### config.mk
export PLATFORM = sky130hd
export DESIGN_NAME = flv_tag_stream_parser_top
export DESIGN_NICKNAME = d
export VERILOG_FILES = /design/src/rtl/flv_tsp_pkg.sv /design/src/rtl/flv_tsp_core.sv /design/src/rtl/flv_tsp_outbuf.sv /design/src/rtl/flv_tag_stream_parser_top.sv
export SDC_FILE = /design/constraint.sdc
export NUM_CORES = 1
export LEC_CHECK = 0
export ABC_AREA = 0
export ABC_CLOCK_PERIOD_IN_PS = 18900
export BUFFER_PORTS_ARGS = -buffer_cell sky130_fd_sc_hd__buf_2
export CAP_MARGIN = 20
export CORE_MARGIN = 1.5
export CORE_UTILIZATION = 66
export DETAILED_ROUTE_END_ITERATION = 6
export PLACE_DENSITY = 0.95
export SYNTH_ARGS = -nofsm -noshare
export SYNTH_HDL_FRONTEND = slang
export SYNTH_SLANG_ARGS = --single-unit
### constraint.sdc
create_clock -name clk -period 18.9 [get_ports clk]
set_clock_uncertainty 0.15 [all_clocks]
set_input_delay 4.725 -clock clk [delete_from_list [all_inputs] [get_ports clk]]
set_output_delay 4.725 -clock clk [all_outputs]
set_load 0.01 [all_outputs]
### src/rtl/flv_tsp_pkg.sv
// Package: shared types and constants of the FLV tag stream parser.
`timescale 1ns / 1ps

package flv_tsp_pkg;

  // Parser phase
  typedef enum logic [1:0] {
    PH_HEADER  = 2'd0,
    PH_TAGHEAD = 2'd1,
    PH_BODY    = 2'd2,
    PH_TRAILER = 2'd3
  } phase_t;

  // Result status codes
  typedef enum logic [1:0] {
    ST_OK       = 2'd0,
    ST_BAD_SIG  = 2'd1,
    ST_BAD_TYPE = 2'd2,
    ST_SIZE_ERR = 2'd3
  } status_t;

  localparam logic [23:0] FILE_HDR_LEN = 24'd13;
  localparam logic [23:0] TAG_HDR_LEN  = 24'd11;
  localparam logic [23:0] TRAILER_LEN  = 24'd4;
  localparam logic [23:0] SIG_LEN      = 24'd3;
  localparam logic [23:0] LEN_LAST     = 24'd3;   // last body-length byte
  localparam logic [23:0] TIME_LAST    = 24'd6;   // last timestamp byte
  localparam logic [31:0] TAG_HDR_LEN32 = 32'd11;

  localparam logic [7:0] TYPE_AUDIO = 8'h08;
  localparam logic [7:0] TYPE_VIDEO = 8'h09;
  localparam logic [7:0] TYPE_META  = 8'h12;

  localparam logic [23:0] TS_MAX = 24'hFF_FFFF;

  // One result request
  typedef struct packed {
    logic [23:0] max_timestamp;
    logic [23:0] min_timestamp;
    logic [31:0] tag_offset;
    logic [23:0] tag_timestamp;
    logic [23:0] body_length;
    logic [7:0]  tag_type;
    status_t     status;
  } result_t;

  // "FLV" signature byte by position
  function automatic logic [7:0] sig_byte(input logic [1:0] idx);
    logic [7:0] val;
    case (idx)
      2'd0:    val = 8'h46;
      2'd1:    val = 8'h4C;
      2'd2:    val = 8'h56;
      default: val = 8'h00;
    endcase
    return val;
  endfunction

endpackage

### src/rtl/flv_tsp_core.sv
// Parser core: per-byte state update and result generation.
`timescale 1ns / 1ps

module flv_tsp_core (
  input  logic                  clk,
  input  logic                  rst_n,
  input  logic                  byte_fire,
  input  logic [7:0]            data_byte,
  input  logic                  file_start,
  output logic                  res_valid,
  output flv_tsp_pkg::result_t  res
);

  flv_tsp_pkg::phase_t phase_r, phase_nxt, eff_phase;
  logic [23:0] cnt_r, cnt_nxt, eff_cnt, cnt_inc;
  logic [7:0]  type_r, type_nxt, eff_type;
  logic [23:0] len_r, len_nxt, eff_len;
  logic [23:0] time_r, time_nxt, eff_time;
  logic [31:0] trl_r, trl_nxt, eff_trl, trl_new;
  logic [31:0] off_r, off_nxt, eff_off;
  logic [31:0] start_r, start_nxt, eff_start;
  logic [23:0] low_r, low_nxt, eff_low, low_upd;
  logic [23:0] high_r, high_nxt, eff_high, high_upd;
  logic        halted_r, halted_nxt, eff_halted;

  logic sig_bad, type_bad, trl_done, size_bad;

  // file_start restarts from the reset state before this byte is parsed
  always_comb begin
    eff_phase  = file_start ? flv_tsp_pkg::PH_HEADER : phase_r;
    eff_cnt    = file_start ? 24'd0 : cnt_r;
    eff_type   = file_start ? 8'd0 : type_r;
    eff_len    = file_start ? 24'd0 : len_r;
    eff_time   = file_start ? 24'd0 : time_r;
    eff_trl    = file_start ? 32'd0 : trl_r;
    eff_off    = file_start ? 32'd0 : off_r;
    eff_start  = file_start ? 32'd0 : start_r;
    eff_low    = file_start ? flv_tsp_pkg::TS_MAX : low_r;
    eff_high   = file_start ? 24'd0 : high_r;
    eff_halted = file_start ? 1'b0 : halted_r;
  end

  assign cnt_inc  = eff_cnt + 24'd1;
  assign trl_new  = {eff_trl[23:0], data_byte};
  assign low_upd  = (eff_time < eff_low) ? eff_time : eff_low;
  assign high_upd = (eff_time > eff_high) ? eff_time : eff_high;

  assign sig_bad  = (eff_phase == flv_tsp_pkg::PH_HEADER) &&
                    (eff_cnt < flv_tsp_pkg::SIG_LEN) &&
                    (data_byte != flv_tsp_pkg::sig_byte(eff_cnt[1:0]));
  assign type_bad = (eff_phase == flv_tsp_pkg::PH_TAGHEAD) && (eff_cnt == 24'd0) &&
                    (data_byte != flv_tsp_pkg::TYPE_AUDIO) &&
                    (data_byte != flv_tsp_pkg::TYPE_VIDEO) &&
                    (data_byte != flv_tsp_pkg::TYPE_META);
  assign trl_done = (eff_phase == flv_tsp_pkg::PH_TRAILER) &&
                    (cnt_inc >= flv_tsp_pkg::TRAILER_LEN);
  assign size_bad = trl_new != ({8'd0, eff_len} + flv_tsp_pkg::TAG_HDR_LEN32);

  // Next state
  always_comb begin
    phase_nxt  = eff_phase;
    cnt_nxt    = eff_cnt;
    type_nxt   = eff_type;
    len_nxt    = eff_len;
    time_nxt   = eff_time;
    trl_nxt    = eff_trl;
    off_nxt    = eff_off;
    start_nxt  = eff_start;
    low_nxt    = eff_low;
    high_nxt   = eff_high;
    halted_nxt = eff_halted;
    if (!eff_halted) begin
      off_nxt = eff_off + 32'd1;
      case (eff_phase)
        flv_tsp_pkg::PH_HEADER: begin
          if (sig_bad) begin
            halted_nxt = 1'b1;
          end else if (cnt_inc >= flv_tsp_pkg::FILE_HDR_LEN) begin
            phase_nxt = flv_tsp_pkg::PH_TAGHEAD;
            cnt_nxt   = 24'd0;
          end else begin
            cnt_nxt = cnt_inc;
          end
        end
        flv_tsp_pkg::PH_TAGHEAD: begin
          if (type_bad) begin
            halted_nxt = 1'b1;
          end else begin
            if (eff_cnt == 24'd0) begin
              start_nxt = eff_off;
              type_nxt  = data_byte;
              len_nxt   = 24'd0;
              time_nxt  = 24'd0;
            end else if (eff_cnt <= flv_tsp_pkg::LEN_LAST) begin
              len_nxt = {eff_len[15:0], data_byte};
            end else if (eff_cnt <= flv_tsp_pkg::TIME_LAST) begin
              time_nxt = {eff_time[15:0], data_byte};
            end
            if (cnt_inc >= flv_tsp_pkg::TAG_HDR_LEN) begin
              cnt_nxt   = 24'd0;
              trl_nxt   = 32'd0;
              phase_nxt = (eff_len == 24'd0) ? flv_tsp_pkg::PH_TRAILER
                                             : flv_tsp_pkg::PH_BODY;
            end else begin
              cnt_nxt = cnt_inc;
            end
          end
        end
        flv_tsp_pkg::PH_BODY: begin
          if (cnt_inc >= eff_len) begin
            cnt_nxt   = 24'd0;
            trl_nxt   = 32'd0;
            phase_nxt = flv_tsp_pkg::PH_TRAILER;
          end else begin
            cnt_nxt = cnt_inc;
          end
        end
        flv_tsp_pkg::PH_TRAILER: begin
          trl_nxt = trl_new;
          if (trl_done) begin
            cnt_nxt   = 24'd0;
            phase_nxt = flv_tsp_pkg::PH_TAGHEAD;
            if (size_bad) begin
              halted_nxt = 1'b1;
            end else begin
              low_nxt  = low_upd;
              high_nxt = high_upd;
            end
          end else begin
            cnt_nxt = cnt_inc;
          end
        end
        default: begin
          phase_nxt = flv_tsp_pkg::PH_HEADER;
        end
      endcase
    end
  end

  // Result outputs
  always_comb begin
    res_valid         = 1'b0;
    res.tag_type      = 8'd0;
    res.body_length   = 24'd0;
    res.tag_timestamp = 24'd0;
    res.tag_offset    = eff_off;
    res.status        = flv_tsp_pkg::ST_OK;
    res.min_timestamp = eff_low;
    res.max_timestamp = eff_high;
    if (byte_fire && !eff_halted) begin
      if (sig_bad) begin
        res_valid  = 1'b1;
        res.status = flv_tsp_pkg::ST_BAD_SIG;
      end else if (type_bad) begin
        res_valid    = 1'b1;
        res.tag_type = data_byte;
        res.status   = flv_tsp_pkg::ST_BAD_TYPE;
      end else if (trl_done) begin
        res_valid         = 1'b1;
        res.tag_type      = eff_type;
        res.body_length   = eff_len;
        res.tag_timestamp = eff_time;
        res.tag_offset    = eff_start;
        if (size_bad) begin
          res.status = flv_tsp_pkg::ST_SIZE_ERR;
        end else begin
          res.min_timestamp = low_upd;
          res.max_timestamp = high_upd;
        end
      end
    end
  end

  always_ff @(posedge clk) begin
    if (!rst_n) begin
      phase_r  <= flv_tsp_pkg::PH_HEADER;
      cnt_r    <= 24'd0;
      type_r   <= 8'd0;
      len_r    <= 24'd0;
      time_r   <= 24'd0;
      trl_r    <= 32'd0;
      off_r    <= 32'd0;
      start_r  <= 32'd0;
      low_r    <= flv_tsp_pkg::TS_MAX;
      high_r   <= 24'd0;
      halted_r <= 1'b0;
    end else if (byte_fire) begin
      phase_r  <= phase_nxt;
      cnt_r    <= cnt_nxt;
      type_r   <= type_nxt;
      len_r    <= len_nxt;
      time_r   <= time_nxt;
      trl_r    <= trl_nxt;
      off_r    <= off_nxt;
      start_r  <= start_nxt;
      low_r    <= low_nxt;
      high_r   <= high_nxt;
      halted_r <= halted_nxt;
    end
  end

`ifndef SYNTHESIS
  // Running extremes stay ordered once a good tag has been seen
  a_minmax: assert property (@(posedge clk) disable iff (!rst_n)
    (res_valid && res.status == flv_tsp_pkg::ST_OK) |->
      (res.min_timestamp <= res.max_timestamp))
    else $error("min timestamp above max on good tag");

  // A halted parser only restarts on file_start
  a_halt: assert property (@(posedge clk) disable iff (!rst_n)
    (halted_r && byte_fire && !file_start) |-> !res_valid)
    else $error("result while halted");

  // Error results always halt the parser
  a_err_halt: assert property (@(posedge clk) disable iff (!rst_n)
    (res_valid && res.status != flv_tsp_pkg::ST_OK) |=> halted_r)
    else $error("error result without halt");
`endif

endmodule

### src/rtl/flv_tsp_outbuf.sv
// Output register with skid stage for result requests.
`timescale 1ns / 1ps

module flv_tsp_outbuf (
  input  logic                  clk,
  input  logic                  rst_n,
  input  logic                  push,
  input  flv_tsp_pkg::result_t  push_data,
  output logic                  push_ready,
  output logic                  out_valid,
  output flv_tsp_pkg::result_t  out_data,
  input  logic                  out_ready
);

  logic                 out_valid_r, skid_valid_r;
  flv_tsp_pkg::result_t out_data_r, skid_data_r;
  logic                 load;

  assign push_ready = !skid_valid_r;
  assign out_valid  = out_valid_r;
  assign out_data   = out_data_r;
  assign load       = !out_valid_r || out_ready;

  always_ff @(posedge clk) begin
    if (!rst_n) begin
      out_valid_r  <= 1'b0;
      skid_valid_r <= 1'b0;
    end else if (load) begin
      out_valid_r  <= skid_valid_r || push;
      skid_valid_r <= 1'b0;
    end else if (push) begin
      skid_valid_r <= 1'b1;
    end
  end

  always_ff @(posedge clk) begin
    if (load) begin
      out_data_r <= skid_valid_r ? skid_data_r : push_data;
    end else if (push) begin
      skid_data_r <= push_data;
    end
  end

`ifndef SYNTHESIS
  a_skid_order: assert property (@(posedge clk) disable iff (!rst_n)
    skid_valid_r |-> out_valid_r)
    else $error("skid holds data while output register empty");

  a_no_overrun: assert property (@(posedge clk) disable iff (!rst_n)
    push |-> !skid_valid_r)
    else $error("push into full buffer");

  a_skid_drain: assert property (@(posedge clk) disable iff (!rst_n)
    (skid_valid_r && out_ready) |=> out_valid_r)
    else $error("skid entry lost");
`endif

endmodule

### src/rtl/flv_tag_stream_parser_top.sv
// Top level of the FLV tag stream parser.
`timescale 1ns / 1ps
// Usage:
//   Input stream: one request per FLV file byte, data byte in in_tdata,
//   in_tuser high on byte 0 of a new file (restarts the parser first).
//   The "FLV" signature is checked, the 13-byte file header skipped, then
//   each tag header, body and 4-byte previous-tag-size is walked.
//   Output stream: one result request after the last trailer byte of every
//   tag, or at the byte that caused an error (bad signature, bad type,
//   size mismatch). After an error the parser drops bytes until in_tuser.
// Throughput: one byte per cycle, sustained, while results are taken.
// Result path: the single-pass byte logic sits between the input handshake
//   and a two-entry output register/skid buffer; a result is registered in
//   the output register, or in the skid entry while out_tready is low.
// Stalls: with out_tready low the buffer absorbs one more result, then
//   in_tready drops until the output register drains.
// Reset: rst_n synchronous, active low; parser returns to file header
//   phase, min timestamp 0xFFFFFF, max 0, buffer empty.

module flv_tag_stream_parser_top (
  input  logic         clk,
  input  logic         rst_n,
  input  logic         in_tvalid,
  output logic         in_tready,
  input  logic [7:0]   in_tdata,   // [7:0] data_byte
  input  logic [0:0]   in_tuser,   // [0] file_start
  output logic         out_tvalid,
  input  logic         out_tready,
  // [7:0] tag_type, [31:8] body_length, [55:32] tag_timestamp,
  // [87:56] tag_offset, [111:88] min_timestamp, [135:112] max_timestamp
  output logic [135:0] out_tdata,
  output logic [1:0]   out_tuser   // [1:0] status
);

  logic                 in_fire;
  logic                 res_valid;
  flv_tsp_pkg::result_t res;
  flv_tsp_pkg::result_t out_res;

  assign in_fire = in_tvalid && in_tready;

  flv_tsp_core u_core (
    .clk        (clk),
    .rst_n      (rst_n),
    .byte_fire  (in_fire),
    .data_byte  (in_tdata),
    .file_start (in_tuser[0]),
    .res_valid  (res_valid),
    .res        (res)
  );

  flv_tsp_outbuf u_outbuf (
    .clk        (clk),
    .rst_n      (rst_n),
    .push       (res_valid),
    .push_data  (res),
    .push_ready (in_tready),
    .out_valid  (out_tvalid),
    .out_data   (out_res),
    .out_ready  (out_tready)
  );

  assign out_tdata = {out_res.max_timestamp, out_res.min_timestamp, out_res.tag_offset,
                      out_res.tag_timestamp, out_res.body_length, out_res.tag_type};
  assign out_tuser = out_res.status;

endmodule

==> results of run 1 <==
==> cell type report <==
| cell class | instances | area, sq um |
|---|---|---|
| fillers | 2350 | 9520 |
| flip-flops and latches | 497 | 12700 |
| inverters | 58 | 225 |
| clock inverters | 27 | 302 |
| well taps | 468 | 586 |
| multi-input cells | 1667 | 11000 |
| repair buffers | 180 | 990 |
| clock buffers | 65 | 1410 |
==> layout by cell type, fill, tap and decap left out, drive strengths merged, types with 31 or more instances in the layout <==
cell type  count
nand4         48
nor2         324
edfxtp       276
a21oi         48
buf          179
nor4          32
o31ai         44
inv           61
dfxtp        221
ha            77
and3          42
a22oi        104
a21o          80
and2          41
o21ai         58
mux2          32
o21a          31
clkbuf        66
nor3          39
mux2i         67
nand3         36
nand2        210
xnor2         33
==> metrics by stage <==
stage                     utilization  power [W]
after detailed placement        0.693    0.00128
after floorplan                     -    0.00125
final                           0.741    0.00230
after CTS                       0.740    0.00230
after global placement          0.693    0.00128
after global routing            0.741    0.00235
==> worst paths after layout <==
path                                  startpoint                            endpoint
setup / recovery                        in_tuser  u_outbuf.skid_data_r[91]$_DFFE_PP_
hold / removal    u_core.high_r[22]$_SDFFE_PN0P_      u_core.high_r[22]$_SDFFE_PN0P_
setup reg to reg    u_core.cnt_r[0]$_SDFFE_PN0P_  u_outbuf.skid_data_r[91]$_DFFE_PP_
hold reg to reg   u_core.high_r[22]$_SDFFE_PN0P_      u_core.high_r[22]$_SDFFE_PN0P_
==> kinds of logic (layout without fill, tap and decap cells) <==
| group | Yosys count | after routing | share of synthesized area |
|---|---|---|---|
| xor gates and xnor gates | 62 | 62 | 0.0226 |
| adders and majority gates | 77 | 77 | 0.0391 |
| AOI/OAI and AO/OA | 523 | 523 | 0.159 |
| DFF | 497 | 497 | 0.516 |
| buffers and inverters | 246 | 330 | 0.0421 |
| muxes | 99 | 99 | 0.0420 |
| and+or+nand+nor | 906 | 906 | 0.180 |
==> worst max-delay path: cells and delay by family <==
kind / cells / cell delay (ns)
AO/OA/AOI/OAI: 1 / 0.26
adder cells (fa/ha/maj): 1 / 0.39
AND/OR/NAND/NOR: 9 / 3.16
buffers and inverters: 4 / 1.94
==> registers in the layout, summed over array words and instances (netlist names) <==
name,count
u_outbuf.out_data,138
u_outbuf.skid_data_r,138
u_core.off_r,32
u_core.start_r,32
u_core.cnt_r,24
u_core.high_r,24
u_core.len_r,24
u_core.low_r,24
u_core.time_r,24
u_core.trl_r,24
u_core.type_r,8
u_core.phase_r,2
u_core.halted_r,1
u_outbuf.out_valid,1
u_outbuf.skid_valid_r,1
==> where the power goes <==
part	switching [W]	total (W)	internal, W	leakage, nW
Sequential	0.00000796	0.00116	0.00115	4.69
Clock	0.000425	0.00103	0.000609	0.840
Combinational	0.0000779	0.000102	0.0000238	5.61
==> metal layers <==
layer | up-vias | wire [microns] | track usage | part of all wire
li1 | 8944 | - | - | -
met1 | 9698 | 25400 | 0.432 | 0.38
met2 | 1224 | 32300 | 0.577 | 0.48
met3 | 260 | 5820 | 0.0636 | 0.087
met4 | 0 | 3410 | 0.174 | 0.051
met5 | - | 0 | 0 | 0
==> qor.txt, run 1 <==
Run status: finished, final reports clean
Kind of critical path: input port to register
Slew headroom: 0.209
Reported leakage power: 11.1 nW
Arr. time, crit path: 10.62 ns
Die height: 196 microns
DP Area: 0.0254 sq mm
Max incr delay on CP: 0.89 ns
GRT Residual Overflow: 0
First-pass GRT wire length: 106000 microns
Sequential cell area fraction in the yosys report: 0.516
Syn avg cell area: 10.2 sq um
Drt pass-1 iters: 6
Layout cells sized above 1: 0.134
Synthesized instance count: 2410
Vias: 20100
Final hold vios: 0
Ant. Diodes: 0
Main flop type after synthesis: edfxtp_1
Post-synth top area share: 0.336
CTS Hold Bufs: 0
DRT Wirelength: 66900 microns
H-tree depth: 2
Crit path time final: 10.56 ns
HP Class: register to register
Synth top area cells: edfxtp_1 (34%), dfxtp_1 (18%), nor2_1 (4.9%), ha_1 (3.9%), nand2_1 (3.2%)
Worst-path clk slew: 0.06 ns
Site Rows: 70
Die Area: 0.0385 sq mm
Synth unique cells: 83
Design area: 0.0272 sq mm
Pins Over Slew Limit: 0
Total GRT Usage: 0.346
CTS tree: done
Final setup fails: 0
Initial drt markers: 2444
I/O Pins: 153
Tcrit/Tclk final: 0.559
Core ar.: 0.0367 sq mm
Worst endpoint required time: 18.95 ns
Vias per cell: 6.79
CP max FO: 74
Skew-Pair Late Insertion Delay: 0.59 ns
Setup tns final: 0 ns
Number of synthesized flops with an enable pin: 276
Clock Sinks: 497
Final Worst Setup Slack: 8.34 ns
CP Capture Type: register
Die width: 196 microns
Antenna violations before repair: 0
Final ANT Viol Nets: 0
Syn Std Cell Area: 0.0247 sq mm
WHS: 0.341 ns
Hpwl dp: 42800 microns
Nets: 2543
Post-place setup slack: 7.81 ns
Most common cell in the netlist: nor2_1
Most instantiated cells after synthesis: nor2_1 (324), edfxtp_1 (276), dfxtp_1 (221), nand2_1 (210), clkbuf_1 (124)
Slew @ Worst Pin: 1.19 ns
CP max stage cell: buf_4
Startpoint types: input port
R2R Setup Slk: 12.91 ns
# resized after CTS: 0
P&R area growth vs syn: 10.2%
Max clock buf depth: 3
Worst Hold Depth: 2
Max Cap Viol: 0
Most area-hungry cell type in the Yosys netlist: edfxtp_1
Unrepaired setup endpoints after global routing: no
Async set-or-reset flop fraction in the synthesized netlist: 0
I/O Buffers: 152
R2R cell count: 13
Clk root buf: clkbuf_16
Synthesized Nets: 2500
CTS buffer count: 49
Vias in the first global route: 19700
Dpl cells: 2868
Fmax: 94.7 MHz
CP cell instances: buf_6, inv_2, nand2_1, inv_1, ha_1, and4_1, nand3_2, or4_1, and4b_1, nand4_1, nor3_4, nor2_1, o31a_1, and2_4, buf_4
Final std cells w/o fill: 2962
Power density over the cells: 84.5 mW/mm^2
Postcts setup bufs: 0
Initial core utilization: 0.672
Synth warn: 0
Wirelength per Cell: 22.6 microns
Number of synthesized register bits: 497
Worst vdd ir: 69.7 uV
Detailed-route DRC error count: 0
Largest net degree at the start of global routing: 90
GP Congestion: 0.942
Note: power is estimated with default switching activity, not from simulation.
==> inputs of run 2 (changes only) <==
Settings changed: ABC_CLOCK_PERIOD_IN_PS 18900 to 10500, CORE_UTILIZATION 66 to 61, PLACE_DENSITY 0.95 to 0.89.
Clock period 18.9 ns to 10.5 ns, I/O delays scaled along.
==> run 2 against run 1 <==
  * Sequential share of layout area hardly changed
  * Core utilization is 5.9 points lower
  * Critical path type unchanged
  * Worst hold slack worse by 0.017 ns
  * Die area is 8.1% higher
  * Power is 76% higher
  * Critical path depth is 1 higher
  * Largest power group unchanged
==> qor.txt, run 2 (synthesis results as in run 1) <==
Run status: finished, final reports clean
R2R Setup Slk: 4.44 ns (-8.47 ns)
RR Startpoint: u_core.cnt_r[0]$_SDFFE_PN0P_
Setup tns final: 0 ns (unchanged)
I/O Pins: 153 (unchanged)
Logic pwr share: 0.044 (about the same)
Die height: 204 microns (+4.0%)
Total GRT Usage: 0.319 (-0.0264)
Drt pass-1 iters: 6 (unchanged)
Slew @ Worst Pin: 1.05 ns (-0.136 ns)
Worst endpoint required time: 10.69 ns (-8.26 ns)
DRT Wirelength: 66600 microns (-0.47%)
CTS Hold Bufs: 0 (unchanged)
Seq pwr share: 0.519 (+0.014)
Tcrit/Tclk final: 0.755
Clock Sinks: 497 (unchanged)
H-tree depth: 2 (unchanged)
Max Cap Viol: 0 (unchanged)
Worst Hold Depth: 1 (-1)
Switching Share: 0.226 (+0.00319)
Kind of critical path: input port to register
Hold_sp: u_core.trl_r[20]$_SDFFE_PN0P_
Pins Over Slew Limit: 0 (unchanged)
Slew headroom: 0.299 (+0.0906)
Startpoint types: input port
Vias per cell: 6.55 (-3.6%)
Final setup fails: 0 (unchanged)
WHS: 0.324 ns (-0.0174 ns)
Commonest cells after routing, fill and taps aside: nor2_1 (324), edfxtp_1 (276), dfxtp_1 (220)
CP max FO: 87 (+18%)
Commonest non-fill, non-tap cell in the layout: nor2_1
CTS buffer count: 48 (-2.0%)
Die Area: 0.0416 sq mm (+8.1%)
GRT Residual Overflow: 0 (unchanged)
Unrepaired setup endpoints after global routing: no
Die width: 204 microns (+4.0%)
Power density over the cells: 149 mW/mm^2 (+76%)
Final hold vios: 0 (unchanged)
# resized after CTS: 0 (unchanged)
P&R area growth vs syn: 10.2% (about the same)
Hold worst-path end: u_core.trl_r[20]$_SDFFE_PN0P_
Area of the multi-input gates: 0.0110 sq mm (about the same)
Hpwl dp: 43600 microns (+1.8%)
HP Class: register to register
I/O Buffers: 152 (unchanged)
Wirelength per Cell: 22.1 microns (-2.3%)
Fillers: 2918 (+24%)
Initial drt markers: 2216 (-9.3%)
Reg area: 0.0127 sq mm (unchanged)
NetSw: 0.000911 W (+78%)
Reported leakage power: 11.1 nW (-0.43%)
Clk network pwr share: 0.437 (-0.013)
Crit path time final: 7.92 ns
Detailed-route DRC error count: 0 (unchanged)
Layout cells sized above 1: 0.133 (-0.000749)
Fmax: 126 MHz
Crit Reg-Reg Endpoint: u_outbuf.out_data[131]$_DFFE_PP_
CTS tree: done
Antenna violations before repair: 0 (unchanged)
Core ar.: 0.0398 sq mm (+8.5%)
Initial core utilization: 0.619 (-0.0527)
Largest net degree at the start of global routing: 113 (+26%)
Site Rows: 73 (+4.3%)
CP Capture Type: register
Vias in the first global route: 19100 (-3.1%)
Worst-path clk slew: 0.06 ns (about the same)
Worst vdd ir: 120 uV (+72%)
First-pass GRT wire length: 105000 microns (-0.74%)
Postcts setup bufs: 0 (unchanged)
Nets: 2544 (+0.039%)
Final ANT Viol Nets: 0 (unchanged)
Ant. Diodes: 0 (unchanged)
Clk root buf: clkbuf_16
Int Power: 0.00312 W (+75%)
GP Congestion: 0.947 (+0.53%)
Arr. time, crit path: 8.12 ns (-2.50 ns)
Skew-Pair Late Insertion Delay: 0.60 ns (about the same)
Vias: 19800 (-1.8%)
Max clock buf depth: 3 (unchanged)
R2R cell count: 14 (+1)
-- run 2: final cells by class --
class                   instances  area share
flip-flops and latches        497       0.468
multi-input cells            1667       0.403
clock inverters                24     0.00990
repair buffers                182      0.0377
inverters                      58     0.00829
clock buffers                  65      0.0484
well taps                     525      0.0242
-- run 2: worst max-delay path by stage --
stage	endpoint	start	depth (start not counted)
final	u_outbuf.out_data[131]$_DFFE_PP_	in_tuser	16
after CTS	u_outbuf.out_data[128]$_DFFE_PP_	in_tuser	16
after global routing	u_outbuf.out_data[124]$_DFFE_PP_	in_tuser	16
after detailed placement	u_outbuf.out_data[128]$_DFFE_PP_	in_tuser	16
after global placement	u_outbuf.out_data[124]$_DFFE_PP_	in_tuser	16
after floorplan	u_outbuf.skid_data_r[0]$_DFFE_PP_	in_tuser	18
-- run 2: metal layers --
metal / vias up / track usage / wire, microns
li1: 8939 / - / -
met1: 9578 / 0.420 / 26600
met2: 1048 / 0.520 / 31600
met3: 194 / 0.0536 / 5620
met4: 0 / 0.143 / 2830
met5: - / 0 / 0
-- run 2: power by group through the flow --
stage               combinational, W  clock (W)  sequential [W]
finish                      0.000179    0.00176         0.00209
global route                0.000191    0.00185         0.00209
CTS                         0.000177    0.00177         0.00209
detailed placement          0.000176          0         0.00213
global placement            0.000172          0         0.00213
floorplan                  0.0000984          0         0.00214
-- run 2: per-stage QoR --
stage | power, W | worst slack [ns] | util | cell area, sq um | std cells
after global placement | 0.00230 | 2.23 | 0.641 | 25500 | 2927
final | 0.00403 | 2.58 | 0.682 | 27200 | 3018
after global routing | 0.00413 | 2.15 | 0.682 | 27200 | 3018
after CTS | 0.00404 | 2.68 | 0.681 | 27100 | 3016
after detailed placement | 0.00231 | 2.07 | 0.641 | 25500 | 2927
after floorplan | 0.00224 | 1.14 | - | 24700 | 2410
-- run 2: worst max-delay path: stages --
cell and delay (ns):
buf_6 0.22, inv_2 0.12, buf_4 0.77, nand2_1 0.24
ha_1 0.30, nor2b_1 0.22, o2111ai_2 0.27, or4_1 0.66
mux2i_1 0.15, or4_1 0.46, a2111oi_4 0.39, nand4b_4 0.13
buf_4 0.30, and2_1 0.46, buf_4 0.35, a311o_1 0.39
